$ cat config.mk
export PLATFORM = sky130hd
export DESIGN_NAME = fixed_point_divider_rounding
export DESIGN_NICKNAME = d
export VERILOG_FILES = /design/src/hdl/fpdr_pkg.sv /design/src/hdl/fpdr_regs.sv /design/src/hdl/fpdr_ctrl.sv /design/src/hdl/fpdr_dpath.sv /design/src/hdl/fixed_point_divider_rounding.sv
export SDC_FILE = /design/constraint.sdc
export NUM_CORES = 1
export LEC_CHECK = 0
export BUFFER_PORTS_ARGS = -buffer_cell sky130_fd_sc_hd__buf_2
export CAP_MARGIN = 0
export CORE_ASPECT_RATIO = 1.5
export CORE_MARGIN = 2
export CORE_UTILIZATION = 40
export DETAILED_ROUTE_END_ITERATION = 7
export GPL_TIMING_DRIVEN = 0
export PLACE_DENSITY_LB_ADDON = 0.05
export SLEW_MARGIN = 0
export SYNTH_ARGS = -nofsm -noshare
export SYNTH_HDL_FRONTEND = slang
export SYNTH_SLANG_ARGS = --single-unit
$ cat constraint.sdc
create_clock -name clk_i -period 5.9 [get_ports clk_i]
set_input_delay 0.59 -clock clk_i [delete_from_list [all_inputs] [get_ports clk_i]]
set_output_delay 0.59 -clock clk_i [all_outputs]
set_load 0.02 [all_outputs]
$ cat src/hdl/fpdr_pkg.sv
// Shared types and constants for the fixed-point divider with rounding.
// Used by every module of the block; depends on nothing.
`default_nettype none

package fpdr_pkg;

  localparam int unsigned DataW  = 64;
  localparam int unsigned FracW  = 6;
  localparam int unsigned ModeW  = 2;
  localparam int unsigned CountW = 7;
  localparam int unsigned ApbAw  = 3;
  localparam int unsigned ApbDw  = 32;

  localparam logic [ModeW-1:0] RND_DOWN    = 2'd0;
  localparam logic [ModeW-1:0] RND_UP      = 2'd1;
  localparam logic [ModeW-1:0] RND_NEAREST = 2'd2;

  localparam logic REG_FRAC = 1'b0;
  localparam logic REG_MODE = 1'b1;

  typedef struct packed {
    logic load;
    logic step;
    logic round;
  } fpdr_cmd_t;

endpackage

`default_nettype wire

$ cat src/hdl/fpdr_regs.sv
// Configuration registers (fraction_bits, rounding_mode) behind an APB-style port.
// Depends on fpdr_pkg.
`default_nettype none

module fpdr_regs (
  input  wire logic                        clk_i,
  input  wire logic                        rst_ni,
  input  wire logic                        psel,
  input  wire logic                        penable,
  input  wire logic                        pwrite,
  input  wire logic [fpdr_pkg::ApbAw-1:0]  paddr,
  input  wire logic [fpdr_pkg::ApbDw-1:0]  pwdata,
  output logic      [fpdr_pkg::ApbDw-1:0]  prdata,
  output logic                             pready,
  output logic      [fpdr_pkg::FracW-1:0]  frac_bits_o,
  output logic      [fpdr_pkg::ModeW-1:0]  round_mode_o
);
  import fpdr_pkg::*;

  logic [FracW-1:0] frac_q;
  logic [ModeW-1:0] mode_q;
  logic             wr_en;
  logic             reg_sel;

  assign pready  = 1'b1;
  assign wr_en   = psel & penable & pwrite;
  assign reg_sel = paddr[2];

  always_ff @(posedge clk_i or negedge rst_ni) begin
    if (!rst_ni) begin
      frac_q <= '0;
      mode_q <= RND_DOWN;
    end else if (wr_en) begin
      case (reg_sel)
        REG_FRAC: frac_q <= pwdata[FracW-1:0];
        REG_MODE: mode_q <= pwdata[ModeW-1:0];
        default: ;
      endcase
    end
  end

  always_comb begin
    case (reg_sel)
      REG_FRAC: prdata = {{(ApbDw-FracW){1'b0}}, frac_q};
      REG_MODE: prdata = {{(ApbDw-ModeW){1'b0}}, mode_q};
      default:  prdata = '0;
    endcase
  end

  assign frac_bits_o  = frac_q;
  assign round_mode_o = mode_q;

endmodule

`default_nettype wire

$ cat src/hdl/fpdr_ctrl.sv
// Controller: sequences load, restoring-divide steps and rounding, owns the output valid.
// Depends on fpdr_pkg.
`default_nettype none

module fpdr_ctrl (
  input  wire logic                        clk_i,
  input  wire logic                        rst_ni,
  input  wire logic                        s_valid_i,
  output logic                             s_ready_o,
  output logic                             m_valid_o,
  input  wire logic                        m_ready_i,
  input  wire logic [fpdr_pkg::FracW-1:0]  frac_bits_i,
  output fpdr_pkg::fpdr_cmd_t              cmd_o
);
  import fpdr_pkg::*;

  localparam logic [1:0] ST_IDLE  = 2'd0;
  localparam logic [1:0] ST_RUN   = 2'd1;
  localparam logic [1:0] ST_ROUND = 2'd2;

  logic [1:0]        state_q, state_d;
  logic [CountW-1:0] cnt_q, cnt_d;
  logic              valid_q, valid_d;
  fpdr_cmd_t         cmd;

  always_comb begin
    state_d = state_q;
    cnt_d   = cnt_q;
    cmd     = '0;
    case (state_q)
      ST_IDLE: begin
        if (s_valid_i) begin
          cmd.load = 1'b1;
          cnt_d    = CountW'(DataW) + {1'b0, frac_bits_i};
          state_d  = ST_RUN;
        end
      end
      ST_RUN: begin
        cmd.step = 1'b1;
        cnt_d    = cnt_q - 1'b1;
        if (cnt_q == CountW'(1)) begin
          state_d = ST_ROUND;
        end
      end
      ST_ROUND: begin
        if (!valid_q || m_ready_i) begin
          cmd.round = 1'b1;
          state_d   = ST_IDLE;
        end
      end
      default: state_d = ST_IDLE;
    endcase
  end

  always_comb begin
    valid_d = valid_q & ~m_ready_i;
    if (cmd.round) begin
      valid_d = 1'b1;
    end
  end

  always_ff @(posedge clk_i or negedge rst_ni) begin
    if (!rst_ni) begin
      state_q <= ST_IDLE;
      cnt_q   <= '0;
      valid_q <= 1'b0;
    end else begin
      state_q <= state_d;
      cnt_q   <= cnt_d;
      valid_q <= valid_d;
    end
  end

  assign s_ready_o = (state_q == ST_IDLE);
  assign m_valid_o = valid_q;
  assign cmd_o     = cmd;

endmodule

`default_nettype wire

$ cat src/hdl/fpdr_dpath.sv
// Datapath: radix-2 restoring divider registers, rounding stage and result register.
// Depends on fpdr_pkg; driven by fpdr_ctrl commands.
`default_nettype none

module fpdr_dpath (
  input  wire logic                        clk_i,
  input  wire fpdr_pkg::fpdr_cmd_t         cmd_i,
  input  wire logic [fpdr_pkg::DataW-1:0]  dividend_i,
  input  wire logic [fpdr_pkg::DataW-1:0]  divisor_i,
  input  wire logic [fpdr_pkg::ModeW-1:0]  round_mode_i,
  output logic      [fpdr_pkg::DataW-1:0]  quotient_o,
  output logic                             div_zero_o
);
  import fpdr_pkg::*;

  logic [DataW-1:0] num_q;
  logic [DataW-1:0] div_q;
  logic [DataW-1:0] rem_q;
  logic [DataW-1:0] quo_q;
  logic [DataW-1:0] res_q;
  logic             dbz_q;

  logic             carry;
  logic [DataW-1:0] rem_sh;
  logic [DataW:0]   diff;
  logic             take;

  logic [DataW-1:0] half;
  logic             inc;
  logic             set_low;
  logic [DataW-1:0] rounded;
  logic             div_zero;

  assign carry  = rem_q[DataW-1];
  assign rem_sh = {rem_q[DataW-2:0], num_q[DataW-1]};
  assign diff   = {1'b0, rem_sh} - {1'b0, div_q};
  assign take   = carry | ~diff[DataW];

  always_comb begin
    half     = {1'b0, div_q[DataW-1:1]};
    div_zero = (div_q == '0);
    inc      = 1'b0;
    set_low  = 1'b0;
    case (round_mode_i)
      RND_UP:      inc = (rem_q != '0);
      RND_NEAREST: begin
        inc     = (rem_q > half);
        set_low = (rem_q == half) & ~div_q[0];
      end
      default: ;
    endcase
    rounded = quo_q + {{(DataW-1){1'b0}}, inc};
    if (set_low) begin
      rounded[0] = 1'b1;
    end
    if (div_zero) begin
      rounded = '0;
    end
  end

  always_ff @(posedge clk_i) begin
    if (cmd_i.load) begin
      num_q <= dividend_i;
      div_q <= divisor_i;
      rem_q <= '0;
      quo_q <= '0;
    end else if (cmd_i.step) begin
      num_q <= {num_q[DataW-2:0], 1'b0};
      rem_q <= take ? diff[DataW-1:0] : rem_sh;
      quo_q <= {quo_q[DataW-2:0], take};
    end
    if (cmd_i.round) begin
      res_q <= rounded;
      dbz_q <= div_zero;
    end
  end

  assign quotient_o = res_q;
  assign div_zero_o = dbz_q;

endmodule

`default_nettype wire

$ cat src/hdl/fixed_point_divider_rounding.sv
// Top level of the fixed-point divider with rounding.
// Depends on fpdr_pkg, fpdr_regs, fpdr_ctrl and fpdr_dpath.
//
// Each input word carries an unsigned dividend and divisor; the block returns
// floor, ceiling or nearest-ties-to-odd of (dividend * 2^fraction_bits) / divisor,
// wrapped to 64 bits, with divide_by_zero set and a zero quotient for a zero
// divisor. A new word is taken only once the last one is through: the
// cycle that accepts and loads it, the one-bit-per-cycle restoring subtract
// loop, which shifts in the 64 dividend bits and then fraction_bits zeros, and
// the rounding state, which holds while an earlier result still waits to be read.
// The result is written in the rounding state and sits in an output
// register, so the next word is taken while it waits.
`default_nettype none

module fixed_point_divider_rounding (
  input  wire logic                        clk_i,
  input  wire logic                        rst_ni,
  // tdata: dividend_value [63:0], divisor_value [127:64]
  input  wire logic [2*fpdr_pkg::DataW-1:0] s_axis_tdata_i,
  input  wire logic                        s_axis_tvalid_i,
  output logic                             s_axis_tready_o,
  // tdata: quotient_value [63:0]
  output logic      [fpdr_pkg::DataW-1:0]  m_axis_tdata_o,
  // tuser: divide_by_zero [0]
  output logic                             m_axis_tuser_o,
  output logic                             m_axis_tvalid_o,
  input  wire logic                        m_axis_tready_i,
  input  wire logic                        psel,
  input  wire logic                        penable,
  input  wire logic                        pwrite,
  input  wire logic [fpdr_pkg::ApbAw-1:0]  paddr,
  input  wire logic [fpdr_pkg::ApbDw-1:0]  pwdata,
  output logic      [fpdr_pkg::ApbDw-1:0]  prdata,
  output logic                             pready
);
  import fpdr_pkg::*;

  logic [FracW-1:0] frac_bits;
  logic [ModeW-1:0] round_mode;
  fpdr_cmd_t        cmd;

  fpdr_regs u_regs (
    .clk_i        (clk_i),
    .rst_ni       (rst_ni),
    .psel         (psel),
    .penable      (penable),
    .pwrite       (pwrite),
    .paddr        (paddr),
    .pwdata       (pwdata),
    .prdata       (prdata),
    .pready       (pready),
    .frac_bits_o  (frac_bits),
    .round_mode_o (round_mode)
  );

  fpdr_ctrl u_ctrl (
    .clk_i       (clk_i),
    .rst_ni      (rst_ni),
    .s_valid_i   (s_axis_tvalid_i),
    .s_ready_o   (s_axis_tready_o),
    .m_valid_o   (m_axis_tvalid_o),
    .m_ready_i   (m_axis_tready_i),
    .frac_bits_i (frac_bits),
    .cmd_o       (cmd)
  );

  fpdr_dpath u_dpath (
    .clk_i        (clk_i),
    .cmd_i        (cmd),
    .dividend_i   (s_axis_tdata_i[DataW-1:0]),
    .divisor_i    (s_axis_tdata_i[2*DataW-1:DataW]),
    .round_mode_i (round_mode),
    .quotient_o   (m_axis_tdata_o),
    .div_zero_o   (m_axis_tuser_o)
  );

endmodule

`default_nettype wire

After elaboration in Yosys (flattened, before gate mapping)
Cells that the tools add are included.
{"block": "word_totals", "register_bits": 339, "latch_bits": 0, "ramBits": 0, "mem_bits_ro": 0, "input_bits": 170, "out_inout_bits": 100, "elab_cells": 64, "n_memories": 0}
{"block": "op_classes", "add_sub_neg": 4, "n_mul": 0, "div": 0, "n_lt_le_gt_ge": 1, "eq_ne": 9, "n_shift": 0, "muxes": 19, "bitwise_logic": 9, "n_reduce_logical": 11}
{"operator": "$mux 64", "n": 3}
{"operator": "$sub 64x64->65", "n": 1}
{"operator": "$add 64x1->64", "n": 1}
{"operator": "$eq 64x63->1", "n": 1}
{"operator": "$gt 64x63->1", "n": 1}
{"operator": "$logic_not 64->1", "n": 1}
{"operator": "$pmux 32 s2", "n": 1}
{"operator": "$reduce_bool 64->1", "n": 1}
{"operator": "$pmux 7 s2", "n": 1}
{"operator": "$mux 1", "n": 8}
{"operator": "$add 7x6->7 const A", "n": 1}
{"operator": "$eq 7x1->1 const B", "n": 1}
{"operator": "$mux 7", "n": 1}
{"operator": "$sub 7x1->7 const B", "n": 1}
{"operator": "$mux 2", "n": 3}
{"operator": "$pmux 2 s3", "n": 1}
{"operator": "$reduce_and 2->1", "n": 3}
{"operator": "$and 1x1->1", "n": 4}
{"operator": "$eq 2x1->1 const B", "n": 2}
{"operator": "$eq 2x2->1 const B", "n": 2}
{"operator": "$ne 2x1->1 const B", "n": 2}
{"operator": "$not 1->1", "n": 4}
{"operator": "$reduce_bool 2->1", "n": 2}
{"operator": "$reduce_and 3->1", "n": 1}
{"operator": "other kinds (6)", "n": 6}

Logic depth before layout (Yosys ltp)
Gate-level depths: netlist of run 1.
{"block": "depth", "depth_word": 5, "ltp_mapped": 25, "mapped_depth_nobuf": 24}

Cells and area by module
A second synthesis of run 1 with hierarchy kept.
{"block": "hier_totals", "hier_cells": 1934, "hier_area_um2": 18978.2}
{"mod": "fpdr_dpath", "n_inst": 1, "cells_per_inst": 1823, "area_per_inst_um2": 17834.6, "seq_area_each_um2": 8358.0}
{"mod": "fpdr_regs", "n_inst": 1, "cells_per_inst": 53, "area_per_inst_um2": 588.1, "seq_area_each_um2": 200.2}
{"mod": "fpdr_ctrl", "n_inst": 1, "cells_per_inst": 58, "area_per_inst_um2": 555.5, "seq_area_each_um2": 250.2}

Worst setup path after synthesis of run 1
Ideal clock, no wire load.
{"block": "synth_path", "path_type": "register to register", "startpoint": "reg u_dpath.div_q[50]", "endpoint": "reg u_dpath.res_q[58], in the netlist u_dpath.quotient_o[58] (data pin)", "setup_time_ps": 266, "t_arrival_ps": 4510, "required_ps": 5634, "path_slack_ps": 1124, "stages_incl_launch_ff": 26, "n_path_buf": 1, "period_less_slack_ps": 4776, "cell_sequence": "edfxtp_1 > inv_1 > ha_1 > clkbuf_1 > a21oi_1 > o21bai_1 > a21oi_1 > o21a_1 > o21ai_0 > a221o_1 > a21o_1 > a221oi_1 > o211a_1 > a211oi_1 > ha_1 > ha_1 > and4_1 > nand2_1 > nor2_2 > nand2_1 > nor4_2 > nand3_1 > nor2_1 > nand3_1 > xor2_1 > nor2_1"}
{"block": "synth_via", "elab_chain_cells": 3, "word_cells_on_any_way": 4, "cone_classes": "1 x add/sub; 1 x order compare; 1 x mux; 1 x reduce/logical"}
{"item": "from (decl)", "line_no": "fpdr_dpath.sv:17", "text": "logic [DataW-1:0] div_q;"}
{"item": "from (signal assigned)", "line_no": "fpdr_dpath.sv:64", "text": "div_q <= divisor_i;"}
{"item": "$gt 64x63->1", "line_no": "fpdr_dpath.sv:47", "text": "inc = (rem_q > half);"}
{"item": "$pmux 1 s2", "line_no": "fpdr_dpath.sv:44", "text": "case (round_mode_i)"}
{"item": "$add 64x1->64", "line_no": "fpdr_dpath.sv:52", "text": "rounded = quo_q + {{(DataW-1){1'b0}}, inc};"}
{"item": "to (signal assigned)", "line_no": "fpdr_dpath.sv:73", "text": "res_q <= rounded;"}
{"item": "to (decl)", "line_no": "fpdr_dpath.sv:20", "text": "logic [DataW-1:0] res_q;"}
Several ways; a longest one is shown, not always the timed one.
A chain may end at the register's enable or synchronous reset.

Final worst setup path of run 1
{"block": "layout_path", "startpoint": "reg u_dpath.rem_q[17]", "endpoint": "reg u_dpath.res_q[63], in the netlist u_dpath.quotient_o[63] (data pin)"}
{"block": "layout_via", "elab_chain_cells": 3, "word_cells_on_any_way": 4, "cone_classes": "1 x add/sub; 1 x order compare; 1 x mux; 1 x reduce/logical"}
{"item": "from (decl)", "line_no": "fpdr_dpath.sv:18", "text": "logic [DataW-1:0] rem_q;"}
{"item": "from (signal assigned)", "line_no": "fpdr_dpath.sv:69", "text": "rem_q <= take ? diff[DataW-1:0] : rem_sh;"}
{"item": "$gt 64x63->1 / $reduce_bool 64->1 (equally long branches)", "line_no": "fpdr_dpath.sv:47, fpdr_dpath.sv:45"}
{"item": "$pmux 1 s2 (*)", "line_no": "fpdr_dpath.sv:44"}
{"item": "$add 64x1->64 (*)", "line_no": "fpdr_dpath.sv:52"}
Every way passes the cells marked *; elsewhere a longest branch is shown, timed or not.

==> flow_summary_export.csv, run 1 <==
group,metric,value,unit
status,status,"finished clean",
setup_path,critPathTopFamily,"compound AO/OA/AOI/OAI gates",
sta,setup_viol,0,
global_routing,antenna_found_initial,1,
die,core-area,0.0455,mm^2
layout,final_common_cell,"nand2_1",
layout,layout.cells.non_filler,2951,
worst_hold_path,min_path_cells,1,
sta,worstMarginPinSlew,1.25,ns
clock_network,cts.sink_count,339,
setup_path,reg2reg_from,"u_dpath.rem_q[17]$_SDFFE_PP0P_",
sta,final.min_clock_period,5.58,ns
placement,place.gp.congestion,0.996,
setup_path,criticalPathCategory,"reg -> reg",
sta,relSlewSlack,16.1,%
yosys,yosys_register_bits,339,
layout,fillers,4528,
setup_path,cp-end-kind,"flip-flop",
job,drv_cap,0,
setup_path,worstSetupEndpoint,"u_dpath.quotient_o[63]$_SDFFCE_PP0P_",
detailed_routing,drc_errors,0,
setup_path,critPathLaunch,"u_dpath.rem_q[17]$_SDFFE_PP0P_",
setup_path,critPathArrivalTime,5.86,ns
yosys,synthCells,2052,
sta,drv_slew,0,
setup_path,cp_data_required_time,6.18,ns
die,initial_core_util,40.4,%
die,die_y,266,um
pwr,power,11.9,mW
sta,finalClockSkew,0.0241,ns
setup_path,cpMostUsedCell,"o21ai_0",
layout,area_delta_synth_final,17.4,%
detailed_routing,wirelength,56900,um
setup_path,crit_path_max_fanout,8,
pwr,power.density,550,mW/mm^2
detailed_routing,drtIter0Drc,1050,
clock_network,htree_levels,2,
placement,place_hpwl,44400,um
die,die-area,0.0477,mm^2
yosys,yosysWarnings,0,
yosys,netlist-cell-type-count,75,
setup_path,r2r_cells,21,
sta,setup_tns,0,ns
setup_path,crit_buf_inv,2,
yosys,avgSynthCellArea,8.95,um^2
setup_path,r2r_slack,0.32,ns
sta,fin_crit_sh,94.6,%
setup_path,path_cells,"ha_1, clkbuf_1, a21o_1, a311oi_1, o21ai_0, a21oi_1, o21ai_0, a221oi_1, o211a_1, a211oi_1, ha_2, and3_2, nor4bb_1, buf_2, nor3b_4, and2b_2, nand3_2, nor2_2, nand3_1, xor2_1, nor2_1",
detailed_routing,wl_per_cell,19.3,um
clock_network,clk_latency,0.55,ns
clock_network,cts_root_buf,"clkbuf_16",
global_routing,grt_util_all_layers,23.8,%
detailed_routing,viasPerCell,5.31,
detailed_routing,vias,15700,
die,rows,96,
yosys,synthFlopType,"edfxtp_1",
layout,final_nets,2576,
layout,final_cell_mix,"424 x nand2_1, 220 x buf_2, 193 x edfxtp_1",
setup_path,regToRegEndpoint,"u_dpath.quotient_o[63]$_SDFFCE_PP0P_",
clock_network,cts_buffers,37,
pwr,p_leak,9.06,nW
yosys,async_flop_share,5.31,%
setup_path,start_kind,"flip-flop",
clock_network,clk_pin_slew,0.06,ns
setup_path,worst_path_max_delay_cell,"o21ai_0",
layout,final_layout_size_suffix_gt1_share,14.8,%
placement,pre_cts_slack,-0.751,ns
die,die_w,179,um
placement,port_buffers,214,
clock_network,cts_tree,"done",
pwr,ir_drop,0.291,mV
detailed_routing,ant_nets,0,
setup_path,cp.depth,21,
global_routing,grt_pass1_wl,86900,um
placement,dp_cells,2882,
global_routing,overflow,0,
sta,rsz0062_at_grt,"false",
yosys,ys_seq_area_share,47.9,%
global_routing,grt_max_degree,50,
detailed_routing,firstDrtPassIters,5,
yosys,synth_area,0.0184,mm^2
sta,fin_ws,0.317,ns
sta,finalHoldViolCount,0,
global_routing,grt_pass1_vias,15600,
worst_hold_path,min_path_type,"in -> reg",
sta,max_freq,0.179,GHz
yosys,synth-edff-count,193,
die,io_pins,270,
setup_path,slowest_delay,0.43,ns
layout,fin_util,47.4,%
clock_network,clock_tree.buffer_depth,3,
==> synthesized netlist by cell type, types with 15 or more instances <==
cell type / number / area (um^2)
o21ai_0: 173 / 866
nor2b_1: 15 / 93.8
o21bai_1: 19 / 143
nor2_1: 133 / 499
ha_1: 71 / 888
dfxtp_1: 128 / 2560
inv_1: 93 / 349
nand3_1: 76 / 380
dfrtp_1: 18 / 450
buf_4: 34 / 255
nand2_1: 425 / 1600
nor4_1: 38 / 238
xor2_1: 67 / 587
clkbuf_1: 96 / 360
edfxtp_1: 193 / 5800
a22o_1: 16 / 140
a21oi_1: 124 / 621
nand4_1: 42 / 263
nor3_1: 23 / 115
xnor2_1: 45 / 394
a21o_1: 27 / 203
and3_1: 21 / 131
==> logic make-up after synthesis <==
kind of cell	after synthesis	share of synthesized area [%]
compound gates	453	14.9
mux	16	0.940
fa+ha+maj	72	4.94
flops	339	47.9
other cells	2	0.0409
xor+xnor	112	5.34
buf+inv	231	5.50
simple gates	827	20.4
==> repair_timing <==
item / in CTS / in global routing
hold endpoints to repair: 18 / 0
setup buffers: 1 / 0
endpoints found under the setup margin: 13 / 20
hold buffers: 1 / 0
pin swaps: 1 / 0
resized for setup: 5 / 9
==> routing by layer <==
layer  global-route usage [%]  routed length [um]  up-vias
met2                     45.2               30500      404
met5                        0                   0        -
met4                     10.1                2600        0
met1                     26.4               21600     7373
met3                     2.44                2240      123
li1                         -                   -     7760
==> where the power goes <==
group          internal [mW]  leakage (nW)  total, mW  switching, mW
logic                   1.98          5.37       5.54           3.56
clock network           1.24         0.555       2.23          0.987
registers               3.42          3.14       4.08          0.661
total                   6.64          9.06       11.9           5.21
==> flip-flops by register name (all words and copies together) (netlist names) <==
signal               count
u_dpath.div_q           64
u_dpath.num_q           64
u_dpath.quo_q           64
u_dpath.quotient_o      64
u_dpath.rem_q           64
u_ctrl.cnt_q             7
u_regs.frac_bits_o       6
u_ctrl.state_q           2
u_regs.round_mode_o      2
u_ctrl.m_valid_o         1
u_dpath.div_zero_o       1
==> area by class of cell <==
cell class / instances / area, um^2 / area share, %
buffer: 136 / 657 / 3.05
antenna: 1 / 2.50 / 0.0116
inverter: 94 / 353 / 1.64
sequential: 339 / 8810 / 40.8
timing repair buffer: 219 / 1160 / 5.36
clock buffer: 52 / 1040 / 4.80
clock inverter: 15 / 113 / 0.522
multi-input combinational: 1507 / 8710 / 40.4
tap: 588 / 736 / 3.41
==> through the flow <==
stage / hold WS, ns / area, um^2
finish: 0.213 / 21600
global route: 0.199 / 21600
CTS: 0.193 / 21500
detailed placement: 0.466 / 20400
global placement: 0.459 / 20300
floorplan: 0.294 / 18500
==> how the worst min path moves through the flow <==
stage / slack (ns) / from / end
2_1_floorplan: 0.29 / rst_ni / u_ctrl.cnt_q[0]$_DFFE_PN0P_
3_3_place_gp: 0.46 / u_dpath.quo_q[63]$_SDFFE_PP0P_ / u_dpath.quo_q[63]$_SDFFE_PP0P_
3_5_place_dp: 0.47 / u_dpath.quo_q[63]$_SDFFE_PP0P_ / u_dpath.quo_q[63]$_SDFFE_PP0P_
4_1_cts: 0.19 / s_axis_tdata_i[87] / u_dpath.div_q[23]$_DFFE_PP_
5_1_grt: 0.20 / s_axis_tdata_i[97] / u_dpath.div_q[33]$_DFFE_PP_
6_report: 0.21 / s_axis_tdata_i[96] / u_dpath.div_q[32]$_DFFE_PP_
Power figures use the tool's default switching activity.
==> inputs of run 2 (changes only) <==
Settings changed: PLACE_DENSITY_LB_ADDON 0.05 to default.
==> flow_summary_export.csv, run 2 (synthesized netlist as in run 1, its figures left out) <==
group,metric,value,unit
status,status,"finished clean",
sta,rsz0062_at_grt,"false",
pwr,ir_drop,0.287,mV
detailed_routing,ant_nets,0,
setup_path,worst_path_max_delay_cell,"o21ai_0",
setup_path,path_cells,"ha_1, clkbuf_1, a21o_1, a311oi_1, o21ai_0, a21oi_1, o21ai_0, a221oi_1, o211a_1, a211oi_1, ha_1, and3_1, nor4bb_1, buf_2, nor3b_4, and2b_2, nand3_2, nor2_4, nand3_1, xor2_1, nor2_1",
layout,fillers,4374,
layout,fin_util,47.6,%
sta,fin_crit_sh,96.0,%
placement,place.gp.congestion,0.985,
clock_network,cts_root_buf,"clkbuf_16",
sta,worstMarginPinSlew,1.14,ns
detailed_routing,vias,15800,
layout,final_cell_mix,"424 x nand2_1, 220 x buf_2, 193 x edfxtp_1",
sta,relSlewSlack,23.5,%
setup_path,crit_path_max_fanout,8,
layout,area_delta_synth_final,18.0,%
sta,finalClockSkew,0.0208,ns
setup_path,regToRegEndpoint,"u_dpath.quotient_o[63]$_SDFFCE_PP0P_",
layout,final_layout_size_suffix_gt1_share,14.9,%
worst_hold_path,min_path_cells,1,
setup_path,cp_data_required_time,6.17,ns
layout,regArea,0.00881,mm^2
pwr,power.density,553,mW/mm^2
clock_network,cts_tree,"done",
die,die_w,179,um
worst_hold_path,min_path_type,"in -> reg",
sta,setup_tns,0,ns
setup_path,slowest_delay,0.52,ns
detailed_routing,drc_errors,0,
setup_path,critPathLaunch,"u_dpath.rem_q[17]$_SDFFE_PP0P_",
die,die-area,0.0477,mm^2
clock_network,cts_buffers,36,
die,initial_core_util,40.4,%
global_routing,grt_pass1_wl,84600,um
placement,port_buffers,214,
layout,multiInputGateArea,0.00871,mm^2
placement,place_hpwl,43800,um
setup_path,critPathArrivalTime,5.93,ns
layout,final_nets,2576,
global_routing,overflow,0,
die,io_pins,270,
setup_path,start_kind,"flip-flop",
setup_path,r2r_slack,0.24,ns
clock_network,htree_levels,2,
clock_network,clk_latency,0.54,ns
sta,max_freq,0.177,GHz
sta,setup_viol,0,
setup_path,worstSetupEndpoint,"u_dpath.quotient_o[63]$_SDFFCE_PP0P_",
die,rows,96,
sta,finalHoldViolCount,0,
detailed_routing,viasPerCell,5.33,
layout,final_common_cell,"nand2_1",
die,core-area,0.0455,mm^2
clock_network,clk_pin_slew,0.06,ns
setup_path,r2r_cells,21,
job,drv_cap,0,
setup_path,cp-end-kind,"flip-flop",
global_routing,grt_max_degree,53,
pwr,p_leak,9.11,nW
die,die_y,266,um
clock_network,cts.sink_count,339,
setup_path,criticalPathCategory,"reg -> reg",
global_routing,grt_pass1_vias,15600,
global_routing,antenna_found_initial,3,
detailed_routing,wl_per_cell,18.9,um
detailed_routing,drtIter0Drc,1067,
detailed_routing,wirelength,55700,um
setup_path,reg2reg_from,"u_dpath.rem_q[17]$_SDFFE_PP0P_",
sta,drv_slew,0,
sta,final.min_clock_period,5.66,ns
detailed_routing,firstDrtPassIters,6,
clock_network,clock_tree.buffer_depth,3,
global_routing,grt_util_all_layers,23.2,%
## run 2: cell count changes in the layout (fill, tap and decap cells not counted), moves of 2 or more
cell / previous run / this run
bufinv_16: 0 / 3
clkbuf_16: 37 / 39
diode_2: 1 / 3
clkinv_1: 4 / 0
## run 2: where the power goes
part / switching (mW) / internal, mW / total [mW] / leakage, nW
Sequential: 0.684 / 3.42 / 4.11 / 3.14
Clock: 0.951 / 1.41 / 2.36 / 0.599
Combinational: 3.55 / 1.98 / 5.53 / 5.37
Total: 5.18 / 6.81 / 12.0 / 9.11
## run 2: area by class of cell
type | count | share of cell area (%)
Timing Repair Buffer | 219 | 5.33
Clock buffer | 53 | 4.95
Inverter | 94 | 1.63
Multi-Input combinational cell | 1507 | 40.2
Tap cell | 588 | 3.39
Buffer | 137 | 3.05
Sequential cell | 339 | 40.6
Clock inverter | 13 | 0.785
Antenna cell | 3 | 0.0346
## run 2: worst max-delay path, delay by kind of cell (launching register included)
kind	cells	cell delay (ns)
buf+inv	2	0.56
compound gates	8	1.96
xor+xnor	1	0.25
flops	1	0.38
simple gates	8	1.64
fa+ha+maj	2	0.61
## run 2: worst min path at each step
stage	slack (ns)	endpoint	from
2_1_floorplan	0.29	u_ctrl.cnt_q[0]$_DFFE_PN0P_	rst_ni
3_3_place_gp	0.46	u_dpath.quo_q[63]$_SDFFE_PP0P_	u_dpath.quo_q[63]$_SDFFE_PP0P_
3_5_place_dp	0.46	u_dpath.quo_q[63]$_SDFFE_PP0P_	u_dpath.quo_q[63]$_SDFFE_PP0P_
4_1_cts	0.21	u_dpath.div_q[3]$_DFFE_PP_	s_axis_tdata_i[67]
5_1_grt	0.22	u_dpath.div_q[25]$_DFFE_PP_	s_axis_tdata_i[89]
6_report	0.23	u_dpath.div_q[47]$_DFFE_PP_	s_axis_tdata_i[111]
## run 2: stage by stage
| stage | std cells | instance area, um^2 | worst slack [ns] | hold WS, ns | power, mW |
|---|---|---|---|---|---|
| floorplan | 2077 | 18500 | 1.12 | 0.294 | 7.83 |
| global route | 2953 | 21700 | 0.0266 | 0.217 | 12.8 |
| global placement | 2879 | 20300 | -0.579 | 0.461 | 9.47 |
| detailed placement | 2882 | 20400 | -0.594 | 0.461 | 9.58 |
| finish | 2953 | 21700 | 0.236 | 0.234 | 12.0 |
| CTS | 2950 | 21600 | 0.0635 | 0.212 | 12.0 |
## run 2: metal layers
metal  part of all wire, %  global-route usage (%)  vias to the layer above
met5                     0                       0                        -
met4                   5.7                    12.8                        0
li1                      -                       -                     7749
met3                   3.9                    2.39                      147
met1                    38                    25.3                     7375
met2                    53                    43.1                      480
## run 2: timing repair
item                       in CTS  in global routing
buffers inserted                1                  0
hold endpoints to repair       18                  0
gates resized for setup         4                  9
pin swaps                       1                  0
hold buffers                    1                  0
setup endpoints to repair       8                  9
